[src/sv/dwm_pkg.sv]
// ============================================================================
// dwm_pkg
// Shared types and constants of the PWM duty window meter.
// ============================================================================
package dwm_pkg;

    localparam int NUM_LINES_DEF = 16;
    localparam int MAX_REPORT    = 16;
    localparam int DUTY_W        = 8;
    localparam int LINE_W        = 4;
    localparam int QUEUE_DEPTH   = 2;

    localparam logic [DUTY_W-1:0] WINDOW_LAST_TICK = 8'd254;
    localparam logic [DUTY_W-1:0] FULL_SCALE       = 8'd255;

    typedef enum logic {
        CMD_TICK  = 1'b0,
        CMD_LEVEL = 1'b1
    } t_cmd;

    // One queued report job: lines to report and their duty values.
    typedef struct packed {
        logic [MAX_REPORT-1:0]             mask;
        logic [MAX_REPORT-1:0][DUTY_W-1:0] duty;
    } t_entry;

endpackage

[src/sv/dwm_if.sv]
// ============================================================================
// dwm_in_if / dwm_out_if
// Valid/ready channels for line events and duty reports.
// ============================================================================
interface dwm_in_if;
    logic       valid;
    logic       ready;
    logic       cmd;
    logic [3:0] line_index;
    logic       level;

    modport source (output valid, cmd, line_index, level, input ready);
    modport sink   (input valid, cmd, line_index, level, output ready);
endinterface

interface dwm_out_if;
    logic       valid;
    logic       ready;
    logic [3:0] line_index_out;
    logic [7:0] duty;
    logic       last;

    modport source (output valid, line_index_out, duty, last, input ready);
    modport sink   (input valid, line_index_out, duty, last, output ready);
endinterface

[src/sv/dwm_front.sv]
// ============================================================================
// dwm_front
// Accepts events, keeps levels, counts and reported values, queues reports.
// ============================================================================
module dwm_front #(
    parameter int NUM_LINES = dwm_pkg::NUM_LINES_DEF
) (
    input  logic           i_clk,
    input  logic           i_rst_n,
    dwm_in_if.sink         i_in,
    input  logic           i_full,
    output logic           o_push,
    output dwm_pkg::t_entry o_entry
);
    import dwm_pkg::*;

    localparam int REP = (NUM_LINES < MAX_REPORT) ? NUM_LINES : MAX_REPORT;

    logic [NUM_LINES-1:0]             r_level, n_level;
    logic [NUM_LINES-1:0][DUTY_W-1:0] r_count, n_count;
    logic [NUM_LINES-1:0][DUTY_W-1:0] r_rep,   n_rep;
    logic [DUTY_W-1:0]                r_tick,  n_tick;

    logic [NUM_LINES-1:0][DUTY_W-1:0] v_sum;
    logic [NUM_LINES-1:0]             v_hit;
    logic                             v_acc, v_tick, v_close;

    assign i_in.ready = !i_full;

    always_comb begin
        v_acc   = i_in.valid && !i_full;
        v_tick  = v_acc && (t_cmd'(i_in.cmd) == CMD_TICK);
        v_close = v_tick && (r_tick == WINDOW_LAST_TICK);
        n_level = r_level;
        n_count = r_count;
        n_rep   = r_rep;
        n_tick  = r_tick;
        o_entry = '0;
        o_entry.duty = {MAX_REPORT{FULL_SCALE}};
        for (int i = 0; i < NUM_LINES; i++) begin
            v_sum[i] = r_count[i] + DUTY_W'(r_level[i]);
            v_hit[i] = v_acc && (t_cmd'(i_in.cmd) == CMD_LEVEL)
                       && (int'(i_in.line_index) == i);
            if (v_hit[i]) begin
                n_level[i] = i_in.level;
            end
            if (v_tick) begin
                n_count[i] = v_close ? '0 : v_sum[i];
                if (v_close) begin
                    n_rep[i] = v_sum[i];
                end
            end
        end
        if (v_tick) begin
            n_tick = v_close ? '0 : r_tick + 8'd1;
        end
        for (int j = 0; j < REP; j++) begin
            if (v_close) begin
                o_entry.mask[j] = (r_rep[j] != v_sum[j]);
                o_entry.duty[j] = v_sum[j];
            end else begin
                o_entry.mask[j] = v_hit[j] && i_in.level && (r_rep[j] == '0);
            end
        end
        o_push = (o_entry.mask != '0);
    end

    always_ff @(posedge i_clk) begin
        if (!i_rst_n) begin
            r_level <= '0;
            r_count <= '0;
            r_rep   <= '0;
            r_tick  <= '0;
        end else begin
            r_level <= n_level;
            r_count <= n_count;
            r_rep   <= n_rep;
            r_tick  <= n_tick;
        end
    end

endmodule

[src/sv/dwm_queue.sv]
// ============================================================================
// dwm_queue
// Short FIFO of report jobs between front and back.
// ============================================================================
module dwm_queue (
    input  logic            i_clk,
    input  logic            i_rst_n,
    input  logic            i_push,
    input  dwm_pkg::t_entry i_entry,
    input  logic            i_pop,
    output logic            o_empty,
    output logic            o_full,
    output dwm_pkg::t_entry o_head
);
    import dwm_pkg::*;

    localparam int PTR_W = (QUEUE_DEPTH > 1) ? $clog2(QUEUE_DEPTH) : 1;
    localparam int CNT_W = $clog2(QUEUE_DEPTH + 1);

    t_entry             r_mem [QUEUE_DEPTH];
    logic [PTR_W-1:0]   r_wr, r_rd;
    logic [CNT_W-1:0]   r_cnt;
    logic               v_push, v_pop;

    assign o_empty = (r_cnt == '0);
    assign o_full  = (r_cnt == CNT_W'(QUEUE_DEPTH));
    assign o_head  = r_mem[r_rd];
    assign v_push  = i_push && !o_full;
    assign v_pop   = i_pop && !o_empty;

    always_ff @(posedge i_clk) begin
        if (v_push) begin
            r_mem[r_wr] <= i_entry;
        end
    end

    always_ff @(posedge i_clk) begin
        if (!i_rst_n) begin
            r_wr  <= '0;
            r_rd  <= '0;
            r_cnt <= '0;
        end else begin
            if (v_push) begin
                r_wr <= (r_wr == PTR_W'(QUEUE_DEPTH - 1)) ? '0 : r_wr + PTR_W'(1);
            end
            if (v_pop) begin
                r_rd <= (r_rd == PTR_W'(QUEUE_DEPTH - 1)) ? '0 : r_rd + PTR_W'(1);
            end
            r_cnt <= r_cnt + CNT_W'(v_push) - CNT_W'(v_pop);
        end
    end

endmodule

[src/sv/dwm_back.sv]
// ============================================================================
// dwm_back
// Drains report jobs one line per cycle into the output register while the output is not stalled.
// ============================================================================
module dwm_back (
    input  logic            i_clk,
    input  logic            i_rst_n,
    input  logic            i_empty,
    input  dwm_pkg::t_entry i_head,
    output logic            o_pop,
    dwm_out_if.source       o_out
);
    import dwm_pkg::*;

    logic                              r_act, n_act;
    logic [MAX_REPORT-1:0]             r_mask, n_mask;
    logic [MAX_REPORT-1:0][DUTY_W-1:0] r_duty, n_duty;
    logic                              r_ovalid, n_ovalid;
    logic [LINE_W-1:0]                 r_oline, n_oline;
    logic [DUTY_W-1:0]                 r_oduty, n_oduty;
    logic                              r_olast, n_olast;

    logic [LINE_W-1:0]     v_sel;
    logic [MAX_REPORT-1:0] v_rest;
    logic                  v_emit;

    assign o_out.valid          = r_ovalid;
    assign o_out.line_index_out = r_oline;
    assign o_out.duty           = r_oduty;
    assign o_out.last           = r_olast;

    always_comb begin
        v_sel = '0;
        for (int i = MAX_REPORT - 1; i >= 0; i--) begin
            if (r_mask[i]) begin
                v_sel = LINE_W'(i);
            end
        end
        v_rest   = r_mask & (r_mask - MAX_REPORT'(1));
        v_emit   = r_act && (!r_ovalid || o_out.ready);
        n_act    = r_act;
        n_mask   = r_mask;
        n_duty   = r_duty;
        n_oline  = r_oline;
        n_oduty  = r_oduty;
        n_olast  = r_olast;
        n_ovalid = o_out.ready ? 1'b0 : r_ovalid;
        if (v_emit) begin
            n_ovalid = 1'b1;
            n_oline  = v_sel;
            n_oduty  = r_duty[v_sel];
            n_olast  = (v_rest == '0);
            n_mask   = v_rest;
            if (v_rest == '0) begin
                n_act = 1'b0;
            end
        end
        o_pop = !i_empty && (!r_act || (v_emit && (v_rest == '0)));
        if (o_pop) begin
            n_act  = 1'b1;
            n_mask = i_head.mask;
            n_duty = i_head.duty;
        end
    end

    always_ff @(posedge i_clk) begin
        if (!i_rst_n) begin
            r_act    <= 1'b0;
            r_ovalid <= 1'b0;
            r_mask   <= '0;
        end else begin
            r_act    <= n_act;
            r_ovalid <= n_ovalid;
            r_mask   <= n_mask;
        end
    end

    always_ff @(posedge i_clk) begin
        r_duty  <= n_duty;
        r_oline <= n_oline;
        r_oduty <= n_oduty;
        r_olast <= n_olast;
    end

endmodule

[src/sv/pwm_duty_window_meter.sv]
// ============================================================================
// pwm_duty_window_meter
// Duty measurement of bit-banged PWM lines over 255-tick windows.
// ============================================================================
// Input channel i_in: each transaction is a sampling tick (cmd 0) or a level
// change on line line_index (cmd 1). Output channel o_out: duty reports, with
// last set on the final report caused by one input transaction.
// Ticks and level changes update all line state in the cycle they are taken,
// so i_in takes one transaction per cycle while the job queue has room.
// A window close that changes a reported duty, or a first-on rise, places one
// job in a two-entry queue; the back end sends one report per cycle from it
// while o_out is not stalled. A job passes from the queue through the back
// end's job register to the output register.
// When o_out stalls the output register holds; the back end then stops,
// the queue fills and i_in.ready drops, so nothing is lost.
// Reset (synchronous, active low) clears levels, counts, reported values,
// the tick counter, the queue pointers and the output valid flag.
// ============================================================================
module pwm_duty_window_meter #(
    parameter int NUM_LINES = dwm_pkg::NUM_LINES_DEF
) (
    input  logic      i_clk,
    input  logic      i_rst_n,
    dwm_in_if.sink    i_in,
    dwm_out_if.source o_out
);
    import dwm_pkg::*;

    logic   w_push, w_pop, w_empty, w_full;
    t_entry w_entry, w_head;

    dwm_front #(
        .NUM_LINES (NUM_LINES)
    ) u_front (
        .i_clk   (i_clk),
        .i_rst_n (i_rst_n),
        .i_in    (i_in),
        .i_full  (w_full),
        .o_push  (w_push),
        .o_entry (w_entry)
    );

    dwm_queue u_queue (
        .i_clk   (i_clk),
        .i_rst_n (i_rst_n),
        .i_push  (w_push),
        .i_entry (w_entry),
        .i_pop   (w_pop),
        .o_empty (w_empty),
        .o_full  (w_full),
        .o_head  (w_head)
    );

    dwm_back u_back (
        .i_clk   (i_clk),
        .i_rst_n (i_rst_n),
        .i_empty (w_empty),
        .i_head  (w_head),
        .o_pop   (w_pop),
        .o_out   (o_out)
    );

endmodule

[src/flat_wrapper.sv]
// flat-port wrapper written by rule: the top's interface ports become plain ports
module pwm_duty_window_meter_flat import dwm_pkg::*;
#(
    parameter int NUM_LINES = dwm_pkg::NUM_LINES_DEF
)
  (i_clk, i_rst_n, i_in_valid, i_in_cmd, i_in_line_index, i_in_level, i_in_ready, o_out_valid, o_out_line_index_out, o_out_duty, o_out_last, o_out_ready);
  dwm_in_if i_in_i ();
  dwm_out_if o_out_i ();
  input  logic i_clk;
  input  logic i_rst_n;
  input wire logic [$bits(i_in_i.valid)-1:0] i_in_valid;
  input wire logic [$bits(i_in_i.cmd)-1:0] i_in_cmd;
  input wire logic [$bits(i_in_i.line_index)-1:0] i_in_line_index;
  input wire logic [$bits(i_in_i.level)-1:0] i_in_level;
  output wire logic [$bits(i_in_i.ready)-1:0] i_in_ready;
  output wire logic [$bits(o_out_i.valid)-1:0] o_out_valid;
  output wire logic [$bits(o_out_i.line_index_out)-1:0] o_out_line_index_out;
  output wire logic [$bits(o_out_i.duty)-1:0] o_out_duty;
  output wire logic [$bits(o_out_i.last)-1:0] o_out_last;
  input wire logic [$bits(o_out_i.ready)-1:0] o_out_ready;
  assign i_in_i.valid = i_in_valid;
  assign i_in_i.cmd = i_in_cmd;
  assign i_in_i.line_index = i_in_line_index;
  assign i_in_i.level = i_in_level;
  assign i_in_ready = i_in_i.ready;
  assign o_out_valid = o_out_i.valid;
  assign o_out_line_index_out = o_out_i.line_index_out;
  assign o_out_duty = o_out_i.duty;
  assign o_out_last = o_out_i.last;
  assign o_out_i.ready = o_out_ready;
  pwm_duty_window_meter #(.NUM_LINES(NUM_LINES)) u_core (.i_clk(i_clk), .i_rst_n(i_rst_n), .i_in(i_in_i), .o_out(o_out_i));
endmodule
[config.mk]
export PLATFORM = sky130hd
export DESIGN_NAME = pwm_duty_window_meter_flat
export DESIGN_NICKNAME = d
export VERILOG_FILES = /design/src/sv/dwm_pkg.sv /design/src/sv/dwm_if.sv /design/src/sv/dwm_front.sv /design/src/sv/dwm_queue.sv /design/src/sv/dwm_back.sv /design/src/sv/pwm_duty_window_meter.sv /design/src/flat_wrapper.sv
export SDC_FILE = /design/constraint.sdc
export NUM_CORES = 1
export LEC_CHECK = 0
export ABC_AREA = 1
export CELL_PAD_IN_SITES_DETAIL_PLACEMENT = 1
export CELL_PAD_IN_SITES_GLOBAL_PLACEMENT = 1
export CORE_MARGIN = 1.5
export CORE_UTILIZATION = 51
export CTS_CLUSTER_SIZE = 8
export DETAILED_ROUTE_END_ITERATION = 6
export DONT_BUFFER_PORTS = 1
export GPL_TIMING_DRIVEN = 0
export MAX_ROUTING_LAYER = met4
export PLACE_DENSITY_LB_ADDON = 0.1
export SLEW_MARGIN = 10
export SYNTH_ARGS = -nofsm -noshare
export SYNTH_HDL_FRONTEND = slang
export SYNTH_SLANG_ARGS = --single-unit
export TNS_END_PERCENT = 20
[constraint.sdc]
create_clock -name i_clk -period 23.4 [get_ports i_clk]
set_clock_uncertainty 0.1 [all_clocks]
set_input_delay 5.85 -clock i_clk [delete_from_list [all_inputs] [get_ports i_clk]]
set_output_delay 5.85 -clock i_clk [all_outputs]
set_load 0.03 [all_outputs]
==> reports/results.tsv <==
stage	metric	value	unit
floorplanning	Core Area	63200	um^2
clock_network	CTS tree	done	
timing	RSZ-0062 raised after global routing	no	
clock_network	clock slew at reported path FFs	0.05	ns
clock_network	TritonCTS buffer count	101	
worst_setup_path	critical path's slowest cell	nor3b_4	
synthesis	Synth Cell Area	32700	um^2
final_layout	Nets	3842	
final_layout	sequential cell area	18900	um^2
floorplanning	I/O Pins	25	
timing	Final Hold Fails	0	
drt	drt pass-1 iters	6	
drt	Iter 0 DRT Violations	2681	
worst_setup_path	type of origin of the critical path	input port	
worst_setup_path	CP required	23.64	ns
synthesis	post-synth top area cell	edfxtp_1	
synthesis	Primary FF master, synth	edfxtp_1	
clock_network	H-tree levels	3	
final_layout	share of cells above drive strength 1	5.28	%
floorplanning	FP Rows	92	
floorplanning	Initial Util	51.7	%
drt	post-route ant nets	0	
drt	DRC viols	0	
clock_network	clk buf depth	3	
worst_setup_path	Critical Path AT	10.11	ns
timing	worst-margin pin slew	1.34	ns
drt	vias per inst	5.85	
placed_design	DP Wirelength	82300	um
placed_design	Setup WS pre-CTS	13.02	ns
timing	Worst Slack Setup Final	13.52	ns
final_layout	synth-to-layout area growth	12.5	%
timing	relative slew slack	10.5	%
timing	Hold Slack	0.371	ns
synthesis	Yosys cell types	49	
synthesis	Synth warnings	0	
final_layout	Layout fillers	7308	
global_routing	initial antenna violation count	5	
pwr	PD cells	118	nW/um^2
timing	setup TNS	0	ns
synthesis	top-area cell type share of the netlist area	39.4	%
worst_setup_path	CP endpoint kind	register	
floorplanning	Die X	256	um
clock_network	clk_lat worst skew	0.66	ns
placed_design	Port Buffers	0	
drt	Detailed Route WL	116000	um
synthesis	Avg Inst Size Synth	8.87	um^2
drt	Vias	27600	
clock_network	post_cts resized	0	
placed_design	GPL Wtd Cong	0.956	
drt	mean routed wirelength per cell	24.6	um
floorplanning	Die ar.	65600	um^2
worst_setup_path	maximum fanout along the worst path	27	
timing	Period Utilization, post-route	42.2	%
global_routing	GRT overflow	0	
final_layout	design area	36800	um^2
synthesis	Post-Syn Nets	3733	
clock_network	clk sinks	732	
global_routing	largest net degree at the start of global routing	139	
final_layout	most common cell after layout, fill and taps aside	nand2_1	
final_layout	most frequent cells in the layout	1225 x nand2_1, 429 x edfxtp_1, 381 x inv_1	
run	# Max-Cap Violations	0	
worst_setup_path	crit-path max cell delay	0.85	ns
timing	Max Freq	101	MHz
pwr	Lkg Pwr	14.1	nW
synthesis	post-synthesis sequential element count	732	
timing	final setup fails	0	
final_layout	area of the multi-input gates	11600	um^2
timing	Slew Limit Fails	0	
synthesis	Post-synth EDFFs	429	
worst_setup_path	CP Cell Sequence	a21boi_2, nand2_2, nor3b_4, clkbuf_1, nand2_1, nand2_1, nor2_1, nand2_1, nor2_1, nand2_1, inv_1, nor2_4, buf_12, buf_12	
global_routing	number of global-route vias before repair	28200	
placed_design	Post-DP Area	33900	um^2
timing	fin crit period	9.88	ns
synthesis	ys async rst share	0	%
pwr	Worst VDD drop	0.000128	V
global_routing	Tot GR Track Use	36.2	%
synthesis	Mapped Cells	3687	
global_routing	first-pass GRT wire length	172000	um
run_status	status	finished clean	
worst_setup_path	cell mode on critical path	nand2_1	
clock_network	hold-fix buffers at CTS	0	
clock_network	post-CTS setup buffers	0	
synthesis	sequential-to-total area share from yosys stat	58.0	%
floorplanning	chip height	256	um
synthesis	Area contributors post-synth	edfxtp_1 39%, dfxtp_1 19%, nand2_1 14%	
min_path	worst min-delay path category	reg2reg	
clock_network	root buffer cell	clkbuf_16	
worst_setup_path	CP Class	in2reg	
## cell families after synthesis
logic type	count (synthesis)	synth area share [%]
AND/OR/NAND/NOR	1818	23.7
flip-flops	732	58.0
buffers and inverters	547	6.44
AO/OA/AOI/OAI	451	7.56
XOR/XNOR	97	2.78
adder cells (fa/ha/maj)	36	1.38
multiplexers	6	0.184
## stage by stage
step / total power, mW / util [%] / std cells
after floorplan: 2.42 / - / 3687
after detailed placement: 2.98 / 53.6 / 4539
final: 4.36 / 58.2 / 4717
after CTS: 4.34 / 58.2 / 4713
after global routing: 4.51 / 58.2 / 4716
after global placement: 2.92 / 53.4 / 4533
## state kept, by name (all words and copies together) (netlist names), named ones only
name                                cells
u_core.u_front.r_tick                   8
u_core.u_queue.r_rd                     1
u_core.u_back.o_out.valid               1
u_core.u_queue.r_mem                  288
u_core.u_back.o_out.duty                8
u_core.u_queue.r_cnt                    2
u_core.u_back.r_act                     1
u_core.u_front.r_count                128
u_core.u_queue.r_wr                     1
u_core.u_back.o_out.line_index_out      4
u_core.u_back.r_duty                  128
u_core.u_back.r_mask                   16
u_core.u_front.r_rep                  128
u_core.u_back.o_out.last                1
u_core.u_front.r_level                 16
## report_power, final
| group | leakage, nW | total (mW) | switching (mW) | internal [mW] |
|---|---|---|---|---|
| clock | 1.36 | 1.36 | 0.555 | 0.804 |
| combinational | 6.83 | 1.36 | 1.05 | 0.306 |
| sequential | 5.95 | 1.64 | 0.0768 | 1.56 |
| total | 14.1 | 4.36 | 1.68 | 2.67 |
## critical path, delay by kind of cell
kind                   cells  cell delay (ns)
and+or+nand+nor            9             2.50
AOI/OAI and AO/OA          1             0.25
buffers and inverters      4             1.46
## worst paths after layout
check                                           startpoint                           to  slack (ns)  cells after the start
worst min-delay path            u_core.u_front.r_count[32]   u_core.u_front.r_count[32]        0.37                      2
worst max register to register     u_core.u_queue.r_cnt[0]  u_core.u_queue.r_mem[0][29]       18.32                     15
worst max-delay path                            i_in_valid  u_core.u_queue.r_mem[0][29]       13.52                     14
worst min register to register  u_core.u_front.r_count[32]   u_core.u_front.r_count[32]        0.37                      2
## routing by layer
metal | global-route usage (%) | vias up | wire length (um)
met5 | - | - | 0
met4 | 14.6 | 0 | 4410
met3 | 4.92 | 233 | 8460
met2 | 56.5 | 1102 | 53900
met1 | 47.8 | 13800 | 49400
li1 | - | 12400 | -
## cell usage after synthesis, types with 4 or more instances
cell          n
nand3b_1     38
nand3_1     257
xnor2_1      32
a21oi_2       5
o211a_1      23
inv_2         4
nor2_1      124
buf_2        25
xor2_1       61
ha_1         36
edfxtp_1    429
nor3_1       37
nand4_1      70
nand2_1    1225
o21ai_1      13
o22ai_1      10
inv_1       382
dfxtp_1     303
a21oi_1     260
a2bb2oi_1     4
mux2i_1       6
nor4_1       17
clkbuf_1    111
or2_2        27
buf_1        22
and3_1        4
nand2_2       4
o21ai_0     119
## cell type report
cell class | count | area share (%)
plain buffers | 160 | 1.77
inverters | 387 | 3.99
multi-input cells | 2408 | 31.7
well taps | 846 | 2.88
clock buffers | 168 | 7.62
flip-flops and latches | 732 | 51.5
clock inverters | 6 | 0.153
repair buffers | 6 | 0.347
diodes | 4 | 0.0272
Power figures use the tool's default switching activity.
